`config.mk`:
```
export PLATFORM = sky130hd
export DESIGN_NAME = software_timer_task_table_unit_flat
export DESIGN_NICKNAME = d
export VERILOG_FILES = /design/src/hw/rtl/swtt_pkg.sv /design/src/hw/rtl/swtt_if.sv /design/src/hw/rtl/swtt_cell.sv /design/src/hw/rtl/software_timer_task_table_unit.sv /design/src/flat_wrapper.sv
export SDC_FILE = /design/constraint.sdc
export NUM_CORES = 2
export LEC_CHECK = 0
export BUFFER_PORTS_ARGS = -buffer_cell sky130_fd_sc_hd__buf_2
export CORE_MARGIN = 2
export CORE_UTILIZATION = 30
export DETAILED_ROUTE_END_ITERATION = 10
export GPL_ROUTABILITY_DRIVEN = 0
export PLACE_DENSITY = 0.47
export SLEW_MARGIN = 20
export SYNTH_ARGS = -nofsm -noshare
export SYNTH_HDL_FRONTEND = slang
export SYNTH_SLANG_ARGS = --single-unit
```
`constraint.sdc`:
```
create_clock -name clk_i -period 8.85 [get_ports clk_i]
set_input_delay 0.4425 -clock clk_i [delete_from_list [all_inputs] [get_ports clk_i]]
set_output_delay 0.4425 -clock clk_i [all_outputs]
set_load 0.005 [all_outputs]
```
`src/hw/rtl/swtt_pkg.sv`:
```
// ----------------------------------------------------------------------------
// swtt_pkg
// Shared types and constants of the software timer task table.
// ----------------------------------------------------------------------------
package swtt_pkg;

  localparam int unsigned Slots   = 20;
  localparam int unsigned KindW   = 2;
  localparam int unsigned PeriodW = 16;
  localparam int unsigned TagW    = 8;
  localparam int unsigned SlotW   = 5;

  typedef enum logic [KindW-1:0] {
    KIND_TICK    = 2'd0,
    KIND_ADD     = 2'd1,
    KIND_REMOVE  = 2'd2,
    KIND_PROCESS = 2'd3
  } kind_e;

  typedef enum logic [1:0] {
    ST_IDLE,
    ST_RUN,
    ST_FINISH
  } state_e;

  typedef struct packed {
    kind_e              kind;
    logic [PeriodW-1:0] period;
    logic               repeat_req;
    logic [TagW-1:0]    handler_tag;
    logic [SlotW-1:0]   slot;
  } cmd_t;

  typedef struct packed {
    logic active;
    logic claimed;
  } tok_t;

endpackage

```
`src/hw/rtl/swtt_if.sv`:
```
// ----------------------------------------------------------------------------
// swtt_in_if / swtt_out_if
// Valid/ready channels carrying commands into and results out of the table.
// ----------------------------------------------------------------------------
interface swtt_in_if;
  logic                           valid;
  logic                           ready;
  logic [swtt_pkg::KindW-1:0]     kind;
  logic [swtt_pkg::PeriodW-1:0]   period;
  logic                           repeat_req;
  logic [swtt_pkg::TagW-1:0]      handler_tag;
  logic [swtt_pkg::SlotW-1:0]     slot;

  modport source (output valid, kind, period, repeat_req, handler_tag, slot, input ready);
  modport sink   (input valid, kind, period, repeat_req, handler_tag, slot, output ready);
endinterface

interface swtt_out_if;
  logic                           valid;
  logic                           ready;
  logic [swtt_pkg::SlotW-1:0]     slot_id;
  logic [swtt_pkg::TagW-1:0]      fire_tag;
  logic                           fired;
  logic                           last;

  modport source (output valid, slot_id, fire_tag, fired, last, input ready);
  modport sink   (input valid, slot_id, fire_tag, fired, last, output ready);
endinterface

```
`src/hw/rtl/swtt_cell.sv`:
```
// ----------------------------------------------------------------------------
// swtt_cell
// One timer slot: holds its state and acts on the command token as it passes.
// ----------------------------------------------------------------------------
module swtt_cell #(
  parameter int unsigned IdxW  = $clog2(swtt_pkg::Slots),
  parameter int unsigned INDEX = 1
) (
  input  logic                        clk_i,
  input  logic                        rst_ni,
  input  logic                        adv_i,
  input  swtt_pkg::cmd_t              cmd_i,
  input  swtt_pkg::tok_t              tok_i,
  input  logic [IdxW-1:0]             id_i,
  output swtt_pkg::tok_t              tok_o,
  output logic [IdxW-1:0]             id_o,
  output logic                        fire_o,
  output logic [swtt_pkg::TagW-1:0]   tag_o
);

  swtt_pkg::tok_t                 tok_q;
  logic [IdxW-1:0]                id_q;
  logic                           valid_q, valid_d;
  logic                           ready_q, ready_d;
  logic [swtt_pkg::PeriodW-1:0]   count_q, count_d;
  logic [swtt_pkg::PeriodW-1:0]   period_q;
  logic                           repeat_q;
  logic [swtt_pkg::TagW-1:0]      tag_q;
  logic [swtt_pkg::PeriodW-1:0]   count_inc;
  logic                           claim;
  logic                           act;

  assign act       = tok_q.active && adv_i;
  assign count_inc = count_q + swtt_pkg::PeriodW'(1);
  assign claim     = tok_q.active && (cmd_i.kind == swtt_pkg::KIND_ADD) && !valid_q
                     && !tok_q.claimed;
  assign fire_o    = tok_q.active && (cmd_i.kind == swtt_pkg::KIND_PROCESS)
                     && valid_q && ready_q;
  assign tag_o     = tag_q;

  always_comb begin
    tok_o         = tok_q;
    id_o          = id_q;
    if (claim) begin
      tok_o.claimed = 1'b1;
      id_o          = IdxW'(INDEX);
    end
  end

  always_comb begin
    valid_d = valid_q;
    ready_d = ready_q;
    count_d = count_q;
    if (act) begin
      case (cmd_i.kind)
        swtt_pkg::KIND_TICK: begin
          if (valid_q) begin
            if (count_inc >= period_q) begin
              count_d = '0;
              ready_d = 1'b1;
            end else begin
              count_d = count_inc;
            end
          end
        end
        swtt_pkg::KIND_ADD: begin
          if (claim) begin
            count_d = '0;
            ready_d = 1'b0;
            valid_d = 1'b1;
          end
        end
        swtt_pkg::KIND_REMOVE: begin
          if (32'(cmd_i.slot) == INDEX) begin
            valid_d = 1'b0;
          end
        end
        swtt_pkg::KIND_PROCESS: begin
          if (fire_o) begin
            ready_d = 1'b0;
            if (!repeat_q) begin
              valid_d = 1'b0;
            end
          end
        end
        default: begin
          valid_d = valid_q;
        end
      endcase
    end
  end

  always_ff @(posedge clk_i or negedge rst_ni) begin
    if (!rst_ni) begin
      tok_q   <= '0;
      valid_q <= 1'b0;
      ready_q <= 1'b0;
      count_q <= '0;
    end else begin
      if (adv_i) begin
        tok_q <= tok_i;
      end
      valid_q <= valid_d;
      ready_q <= ready_d;
      count_q <= count_d;
    end
  end

  always_ff @(posedge clk_i) begin
    if (adv_i) begin
      id_q <= id_i;
    end
    if (act && claim) begin
      period_q <= cmd_i.period;
      repeat_q <= cmd_i.repeat_req;
      tag_q    <= cmd_i.handler_tag;
    end
  end

endmodule

```
`src/hw/rtl/software_timer_task_table_unit.sv`:
```
// ----------------------------------------------------------------------------
// software_timer_task_table_unit
// Timer slot table built as a chain of slot cells walked by a command token.
//
// Channels: in_i takes one command (tick, add, remove, process) per
// transaction; out_o returns the results. Tick, add and remove give one
// result with last set; add reports the claimed slot (0 when full). Process
// gives one fired result per valid ready slot in ascending order, then a
// closing result with last set.
// Walk: after a command is taken, a token visits slots 1 to SLOTS-1, one
// cell per cycle while no firing cell holds it, then the closing result is
// loaded; the length of the walk is set by the length of the cell chain.
// The next command is taken once the closing result sits in the output
// register. Slot 0 is reserved and has no cell.
// Reset clears all valid, ready and count bits and the output valid bit.
// A stalled receiver holds the output register; a firing cell then holds
// the token until its result can be loaded.
// ----------------------------------------------------------------------------
module software_timer_task_table_unit #(
  parameter int unsigned SLOTS = swtt_pkg::Slots
) (
  input  logic            clk_i,
  input  logic            rst_ni,
  swtt_in_if.sink         in_i,
  swtt_out_if.source      out_o
);

  localparam int unsigned IdxW = $clog2(SLOTS);

  swtt_pkg::state_e             state_q, state_d;
  swtt_pkg::cmd_t               cmd_q;
  logic [IdxW-1:0]              end_id_q;
  logic                         out_valid_q;
  logic [swtt_pkg::SlotW-1:0]   out_id_q;
  logic [swtt_pkg::TagW-1:0]    out_tag_q;
  logic                         out_fired_q;
  logic                         out_last_q;

  swtt_pkg::tok_t               tok [SLOTS];
  logic [IdxW-1:0]              tid [SLOTS];
  logic [SLOTS-1:1]             fire;
  logic [SLOTS-1:1]             tok_act;
  logic [swtt_pkg::TagW-1:0]    ctag [SLOTS];

  logic                         accept;
  logic                         out_ok;
  logic                         fire_any;
  logic                         adv;
  logic [IdxW-1:0]              fire_id;
  logic [swtt_pkg::TagW-1:0]    fire_tag;
  logic                         tail_done;
  logic                         load_fire;
  logic                         load_close;

  assign in_i.ready = (state_q == swtt_pkg::ST_IDLE);
  assign accept     = in_i.valid && in_i.ready;
  assign out_ok     = !out_valid_q || out_o.ready;
  assign fire_any   = |fire;
  assign adv        = !fire_any || out_ok;

  assign tok[0]     = '{active: accept, claimed: 1'b0};
  assign tid[0]     = '0;
  assign ctag[0]    = '0;

  for (genvar g = 1; g < SLOTS; g++) begin : g_cell
    swtt_cell #(
      .IdxW  (IdxW),
      .INDEX (g)
    ) u_cell (
      .clk_i  (clk_i),
      .rst_ni (rst_ni),
      .adv_i  (adv),
      .cmd_i  (cmd_q),
      .tok_i  (tok[g-1]),
      .id_i   (tid[g-1]),
      .tok_o  (tok[g]),
      .id_o   (tid[g]),
      .fire_o (fire[g]),
      .tag_o  (ctag[g])
    );
    assign tok_act[g] = tok[g].active;
  end

  always_comb begin
    fire_id  = '0;
    fire_tag = '0;
    for (int i = 1; i < SLOTS; i++) begin
      if (fire[i]) begin
        fire_id  = fire_id | IdxW'(i);
        fire_tag = fire_tag | ctag[i];
      end
    end
  end

  assign tail_done = tok[SLOTS-1].active && adv;

  always_comb begin
    state_d    = state_q;
    load_fire  = 1'b0;
    load_close = 1'b0;
    case (state_q)
      swtt_pkg::ST_IDLE: begin
        if (accept) begin
          state_d = swtt_pkg::ST_RUN;
        end
      end
      swtt_pkg::ST_RUN: begin
        load_fire = fire_any && out_ok;
        if (tail_done) begin
          state_d = swtt_pkg::ST_FINISH;
        end
      end
      swtt_pkg::ST_FINISH: begin
        if (out_ok) begin
          load_close = 1'b1;
          state_d    = swtt_pkg::ST_IDLE;
        end
      end
      default: begin
        state_d = swtt_pkg::ST_IDLE;
      end
    endcase
  end

  always_ff @(posedge clk_i or negedge rst_ni) begin
    if (!rst_ni) begin
      state_q     <= swtt_pkg::ST_IDLE;
      out_valid_q <= 1'b0;
    end else begin
      state_q <= state_d;
      if (load_fire || load_close) begin
        out_valid_q <= 1'b1;
      end else if (out_o.ready) begin
        out_valid_q <= 1'b0;
      end
    end
  end

  always_ff @(posedge clk_i) begin
    if (accept) begin
      cmd_q.kind        <= swtt_pkg::kind_e'(in_i.kind);
      cmd_q.period      <= in_i.period;
      cmd_q.repeat_req  <= in_i.repeat_req;
      cmd_q.handler_tag <= in_i.handler_tag;
      cmd_q.slot        <= in_i.slot;
    end
    if (tail_done) begin
      end_id_q <= tid[SLOTS-1];
    end
    if (load_fire) begin
      out_id_q    <= swtt_pkg::SlotW'(fire_id);
      out_tag_q   <= fire_tag;
      out_fired_q <= 1'b1;
      out_last_q  <= 1'b0;
    end else if (load_close) begin
      out_id_q    <= swtt_pkg::SlotW'(end_id_q);
      out_tag_q   <= '0;
      out_fired_q <= 1'b0;
      out_last_q  <= 1'b1;
    end
  end

  assign out_o.valid    = out_valid_q;
  assign out_o.slot_id  = out_id_q;
  assign out_o.fire_tag = out_tag_q;
  assign out_o.fired    = out_fired_q;
  assign out_o.last     = out_last_q;

`ifndef SYNTHESIS
  a_one_token: assert property (@(posedge clk_i) disable iff (!rst_ni)
    $onehot0(tok_act))
    else $error("more than one token in the cell chain");

  a_idle_empty: assert property (@(posedge clk_i) disable iff (!rst_ni)
    (state_q == swtt_pkg::ST_IDLE) |-> (tok_act == '0))
    else $error("token in chain while idle");

  a_fire_run: assert property (@(posedge clk_i) disable iff (!rst_ni)
    fire_any |-> (state_q == swtt_pkg::ST_RUN) && $onehot(fire))
    else $error("fire outside a walk or from several cells");

  a_fire_last: assert property (@(posedge clk_i) disable iff (!rst_ni)
    out_valid_q |-> !(out_fired_q && out_last_q))
    else $error("result both fired and last");

  a_close_idle: assert property (@(posedge clk_i) disable iff (!rst_ni)
    load_close |=> (state_q == swtt_pkg::ST_IDLE) && out_valid_q && out_last_q)
    else $error("closing result not followed by idle");
`endif

endmodule
```
`src/flat_wrapper.sv`:
```
// flat-port wrapper written by rule: the top's interface ports become plain ports
module software_timer_task_table_unit_flat 
#(
  parameter int unsigned SLOTS = swtt_pkg::Slots
)
  (clk_i, rst_ni, in_i_valid, in_i_kind, in_i_period, in_i_repeat_req, in_i_handler_tag, in_i_slot, in_i_ready, out_o_valid, out_o_slot_id, out_o_fire_tag, out_o_fired, out_o_last, out_o_ready);
  swtt_in_if in_i_i ();
  swtt_out_if out_o_i ();
  input  logic clk_i;
  input  logic rst_ni;
  input wire logic [$bits(in_i_i.valid)-1:0] in_i_valid;
  input wire logic [$bits(in_i_i.kind)-1:0] in_i_kind;
  input wire logic [$bits(in_i_i.period)-1:0] in_i_period;
  input wire logic [$bits(in_i_i.repeat_req)-1:0] in_i_repeat_req;
  input wire logic [$bits(in_i_i.handler_tag)-1:0] in_i_handler_tag;
  input wire logic [$bits(in_i_i.slot)-1:0] in_i_slot;
  output wire logic [$bits(in_i_i.ready)-1:0] in_i_ready;
  output wire logic [$bits(out_o_i.valid)-1:0] out_o_valid;
  output wire logic [$bits(out_o_i.slot_id)-1:0] out_o_slot_id;
  output wire logic [$bits(out_o_i.fire_tag)-1:0] out_o_fire_tag;
  output wire logic [$bits(out_o_i.fired)-1:0] out_o_fired;
  output wire logic [$bits(out_o_i.last)-1:0] out_o_last;
  input wire logic [$bits(out_o_i.ready)-1:0] out_o_ready;
  assign in_i_i.valid = in_i_valid;
  assign in_i_i.kind = in_i_kind;
  assign in_i_i.period = in_i_period;
  assign in_i_i.repeat_req = in_i_repeat_req;
  assign in_i_i.handler_tag = in_i_handler_tag;
  assign in_i_i.slot = in_i_slot;
  assign in_i_ready = in_i_i.ready;
  assign out_o_valid = out_o_i.valid;
  assign out_o_slot_id = out_o_i.slot_id;
  assign out_o_fire_tag = out_o_i.fire_tag;
  assign out_o_fired = out_o_i.fired;
  assign out_o_last = out_o_i.last;
  assign out_o_i.ready = out_o_ready;
  software_timer_task_table_unit #(.SLOTS(SLOTS)) u_core (.clk_i(clk_i), .rst_ni(rst_ni), .in_i(in_i_i), .out_o(out_o_i));
endmodule
```
[After elaboration in Yosys (flattened, before gate mapping)]
Cells that the tools add are included.
Operators by class
  $add $sub $neg: 19
  order comparisons: 19
  eq/ne operators: 141
  muxes and demuxes: 335
  bitwise logic cells: 18
  reductions and logical operators: 261
Operators by type and width (number)
  $mux W16: 57
  $pmux W16 S2: 19
  $add A16 B1 Y16 const B: 19
  $ge A16 B16 Y1: 19
  $reduce_and A6 Y1: 38
  $mux W1: 176
  $mux W8: 21
  $logic_and A1 B1 Y1: 153
  $or A8 B8 Y8: 18
  $ne A2 B2 Y1 const B: 71
  $pmux W1 S3: 38
  $ne A2 B1 Y1 const B: 46
  $reduce_and A4 Y1: 19
  $eq A5 B4 Y1 const B: 8
  $logic_not A1 Y1: 39
  $mux W4: 8
  $mux W5: 6
  $eq A5 B3 Y1 const B: 4
  $eq A5 B5 Y1 const B: 4
  $reduce_or A19 Y1: 1
  $mux W3: 4
  $eq A5 B2 Y1 const B: 2
  $mux W2: 5
  $eq A2 B2 Y1 const B: 3
  8 further kinds: 15
Word-level totals
  register bits after elaboration: 973
  output and inout bits: 17
  logic and storage cells: 974

[Logic depth before layout (Yosys ltp)]
  word-level depth: 42
  mapped depth: 17
  gate-level depth less buffers: 16

[Modules after synthesis]
From an unflattened synthesis, not the netlist that was laid out.
Second synthesis, totals
  cells, all modules: 4026
  area total of the unflattened synthesis: 50344.5 um2
Modules (own cells, without submodules)
  swtt_cell at u_core.g_cell[10].u_cell ...: times used 6, cells an instance 192, area each 2497.4 um2, seq. area each 1401.3 um2
  swtt_cell at u_core.g_cell[16].u_cell ...: times used 4, cells an instance 201, area each 2488.6 um2, seq. area each 1401.3 um2
  swtt_cell at u_core.g_cell[11].u_cell ...: times used 3, cells an instance 208, area each 2492.4 um2, seq. area each 1401.3 um2
  software_timer_task_table_unit: times used 1, cells an instance 218, area each 2827.7 um2, seq. area each 1616.6 um2
  swtt_cell at u_core.g_cell[7].u_cell: times used 1, cells an instance 228, area each 2627.5 um2, seq. area each 1401.3 um2
  swtt_cell at u_core.g_cell[19].u_cell: times used 1, cells an instance 208, area each 2501.1 um2, seq. area each 1401.3 um2
  swtt_cell at u_core.g_cell[8].u_cell: times used 1, cells an instance 192, area each 2498.6 um2, seq. area each 1401.3 um2
  swtt_cell at u_core.g_cell[3].u_cell: times used 1, cells an instance 191, area each 2493.6 um2, seq. area each 1401.3 um2
  swtt_cell at u_core.g_cell[15].u_cell: times used 1, cells an instance 208, area each 2489.9 um2, seq. area each 1401.3 um2
  swtt_cell at u_core.g_cell[9].u_cell: times used 1, cells an instance 201, area each 2489.9 um2, seq. area each 1401.3 um2

[Worst setup path after synthesis]
Ideal clock, no wire load.
  kind: reg-to-reg
  start: register u_core.cmd_q[31] (netlist bit)
  end: register u_core.g_cell[7].u_cell.id_q[1], data pin
  setup time: 0.152 ns
  arrival: 4.212 ns
  required time: 8.698 ns
  setup slack: 4.487 ns
  cell stages (with the launch flop): 6
  path buffers: 1
  clock period less this slack: 4.363 ns
  path through: edfxtp_1 -> inv_2 -> nand2_1 -> clkbuf_1 -> nor4b_1 -> or2_2
On the way
  longest elaborated chain between the ends: 4
RTL lines
  from (decl): line software_timer_task_table_unit.sv:31  | swtt_pkg::cmd_t cmd_q;
  $eq A2 B1 Y1: line swtt_cell.sv:35  | assign claim = tok_q.active && (cmd_i.kind == swtt_pkg::KIND_ADD) && !valid_q
  $logic_and A1 B1 Y1 (2 in a row): line swtt_cell.sv:35
  $logic_and A1 B1 Y1: line swtt_cell.sv:36  | && !tok_q.claimed;
  to (signal assigned): line swtt_cell.sv:111  | id_q <= id_i;
  to (decl): line swtt_cell.sv:22  | logic [IdxW-1:0] id_q;
No other way between the ends.
A chain may end at the register's enable or synchronous reset.

[Final worst setup path]
  start: register u_core.cmd_q[30] (netlist bit)
  end: register u_core.g_cell[1].u_cell.ready_q
On the way
  longest elaborated chain between the ends: 9
RTL lines
  $eq A2 B2 Y1: line swtt_cell.sv:37, swtt_cell.sv:55
  $logic_and A1 B1 Y1: line swtt_cell.sv:37  | assign fire_o = tok_q.active && (cmd_i.kind == swtt_pkg::KIND_PROCESS)
  $logic_and A1 B1 Y1 (2 in a row): line swtt_cell.sv:38  | && valid_q && ready_q;
  $reduce_or A19 Y1: line software_timer_task_table_unit.sv:58  | assign fire_any = |fire;
  $logic_not A1 Y1: line software_timer_task_table_unit.sv:59  | assign adv = !fire_any || out_ok;
  $logic_or A1 B1 Y1: line software_timer_task_table_unit.sv:59
  $logic_and A1 B1 Y1: line swtt_cell.sv:33  | assign act = tok_q.active && adv_i;
  $reduce_and A6 Y1 (no line)
  to (signal assigned): line swtt_cell.sv:104  | ready_q <= ready_d;
  to (decl): line swtt_cell.sv:24  | logic ready_q, ready_d;
Parallel ways exist; a longest one is shown, timed or not.

==> impl_metrics.toml <==
[outcome]
outcome = "complete, no violations"

[sta]
hold_viol_final = 0
setup_viol = 0
maxSlewHeadroom_pct = 23.46
rsz0062_at_grt = "false"
fin_ws_ns = 4.119
fmax_mhz = 211.4
skew_ns = 0.02489
finalSetupTns_ns = 0
worst_pin_slew_ns = 1.148
layout_worst_path_cycle_share_pct = 53.46
drv_slew = 0
period_minus_slack_ns = 4.731

[worst_setup_path]
required_ns = 9.45
critPathLaunch = "u_core.cmd_q[30]"
cp_slowest_cell = "nor2_1"
timing.critical_path.mode_cell = "buf_4"
crit_chain = "buf_4, nand2_4, nor2_1, nor4_4, and2_4, a21oi_4, buf_4, inv_4, buf_4, and3_1, a22o_1"
cp-end-kind = "flop"
cp_num_buf_inv = 4
cp_max_fo = 68
startpoint_type = "flop"
rr_worst_depth = 11
reg2reg_from = "u_core.cmd_q[30]"
path_class = "reg -> reg"
crit_arrival_ns = 5.33
slowest_delay_ns = 0.84
crit_cells = 11
cp-endpoint = "u_core.g_cell[1].u_cell.ready_q"
cp_top_family = "buffers and inverters"
reg2reg_setup_slack_ns = 4.12
r2r_end = "u_core.g_cell[1].u_cell.ready_q"

[cts]
clk_latency_ns = 0.72
post_cts_buffers = 0
clock-sinks = 973
clk_pin_slew_ns = 0.06
cts-buffers-inserted = 109
clk_path_buf_depth = 3
cts_max_level = 3
cts_tree = "yes"
cts-root-buf = "clkbuf_16"

[floorplanning]
core_area_um2 = 162200
io_pins = 53
dieWidth_um = 407.6
row_count = 148
die_h_um = 407.6
start_util_pct = 30.12
die-area_um2 = 166100

[global_routing]
grt_use_total_pct = 15.93
grt_overflow_total = 0
grt_pass1_vias = 32611
grt_max_degree = 111
grt_pass1_wl_um = 204200
antenna_found_initial = 18

[layout]
area_delta_synth_final_pct = 15.03
fin_area_um2 = 56210
final_nets = 4859
drive_gt1_share_pct = 9.469

[detailed_routing]
vias = 33508
drc = 0
viasPerCell = 4.948
wire_per_inst_um = 19.75
routed_wl_um = 133700
first_pass_iters = 5
dr.first_iter.drc_count = 2852
ant_nets = 0

[placement]
hpwl_um = 87900
place_area_um2 = 51980
post-place-ws_ns = 4.169
portBuffers = 52

[pwr]
power_density_nw_per_um2 = 246.1
max-vdd-ir-drop_mv = 0.1895
cellLeakagePower_nw = 24.00
p_total_mw = 13.83

[synthesis]
avgSynthCellArea_um2 = 11.20
synth_ff_type = "edfxtp_1"
synth_cell_types = 83
synth-seq-cells = 973
yosys_warnings = 0
syn_inst = 4362
yosysSeqAreaShare_pct = 55.84
synth_edf_count = 589
synthesis.nets = 4721
ys_async_sr_fraction_pct = 39.26
netlist_area_um2 = 48860

[min_path]
hp-start = "out_o_ready"
min_path_type = "in -> reg"

[run]
maxCapViolCount = 0
## where the power goes
part / internal [mW] / switching, mW / leakage [nW]
combinational: 0.858 / 1.75 / 11.4
sequential: 5.67 / 0.656 / 10.7
clock: 2.96 / 1.94 / 1.90
## what timing repair did
action | in CTS | in global routing
hold endpoints to repair | 132 | 0
hold buffers | 33 | 0
endpoints found under the setup margin | 0 | 0
gates resized for setup | 0 | 0
## worst reg2reg max path, cell delays in order (launching register included)
cell      delay (ns)
edfxtp_1        0.32
buf_4           0.55
nand2_4         0.43
nor2_1          0.85
nor4_4          0.11
and2_4          0.23
a21oi_4         0.11
buf_4           0.60
inv_4           0.33
buf_4           0.46
and3_1          0.43
a22o_1          0.19
## registers in the layout (all words and copies together), names as in the netlist
signal                         count
u_core.out_o.last                  1
u_core.g_cell.u_cell.ready_q      19
u_core.g_cell.u_cell.period_q    304
u_core.out_o.valid                 1
u_core.out_o.fire_tag              8
u_core.g_cell.u_cell.tok_o        19
u_core.g_cell.u_cell.id_q         64
u_core.g_cell.u_cell.valid_q      19
u_core.g_cell.u_cell.repeat_q     19
u_core.cmd_q                      32
u_core.end_id_q                    5
u_core.state_q                     2
u_core.g_cell.u_cell.tag_o       152
u_core.out_o.fired                 1
u_core.g_cell.u_cell.count_q     304
u_core.out_o.slot_id               5
u_core.g_cell.u_cell.tok_q        18
## layout by cell type, fill, tap and decap left out, types with 82 or more instances in the layout
cell and count:
edfxtp_1 589, nand2_1 421, dfrtp_1 382, inv_1 378
ha_1 323, o21ai_0 255, nand3_1 240, nor2_1 194
xnor2_1 144, a21oi_1 138, clkbuf_16 110, xor2_1 106
and3_1 82
## metal layers
metal	track usage [%]	vias up	share of wire, %
met5	0	-	0.015
met4	4.080	4	2.0
met3	2.550	160	5.8
met2	24.88	778	45
met1	22.90	16358	47
li1	-	16208	-
## cell families after synthesis
group	Yosys count	synth area share, %
buffers and inverters	515	4.143
adder cells (fa/ha/maj)	323	8.271
multiplexers	24	0.5044
flip-flops	973	55.84
AND/OR/NAND/NOR	1345	13.79
XOR/XNOR	250	4.481
AO/OA/AOI/OAI	932	12.97
## area by class of cell
| class | count | area (um2) |
|---|---|---|
| multi-input combinational | 2874 | 19710 |
| timing repair buffer | 158 | 1161 |
| antenna | 3 | 7.507 |
| inverter | 384 | 1444 |
| tap | 2175 | 2721 |
| fill | 16267 | 106000 |
| sequential | 973 | 27290 |
| clock buffer | 145 | 3074 |
| clock inverter | 60 | 800.8 |
## metrics by stage
step	hold WS [ns]	instances	utilization [%]
4_1_cts	0.06812	6769	34.64
6_report	0.1609	6772	34.65
3_5_place_dp	0.4564	6531	32.04
5_1_grt	0.1505	6769	34.64
2_1_floorplan	0.1469	4362	-
3_3_place_gp	0.4536	6531	32.03
## cells in the mapped netlist (52+ instances only)
cell type	count	area share, %
inv_1	380	2.9
nor2b_1	71	0.91
edfxtp_1	589	36
and3_1	82	1.0
nand2_1	421	3.2
a31oi_1	56	0.72
a21o_1	52	0.80
o31ai_1	59	0.91
clkbuf_1	95	0.73
o21ai_0	256	2.6
nand3_1	240	2.5
a21oi_1	138	1.4
xnor2_1	144	2.6
nor2_1	197	1.5
a22o_1	78	1.4
or2_2	55	0.70
xor2_1	106	1.9
ha_1	323	8.3
dfrtp_1	382	20
## worst min path at each step
stage / to / depth (start not counted) / slack, ns
finish: u_core.state_q[1] / 4 / 0.16
global route: u_core.state_q[1] / 4 / 0.15
CTS: u_core.state_q[1] / 4 / 0.07
global placement: u_core.out_o.fired / 2 / 0.45
detailed placement: u_core.out_o.last / 2 / 0.46
floorplan: u_core.g_cell[10].u_cell.count_q[0] / 0 / 0.15
(Power assumes the default switching activity.)
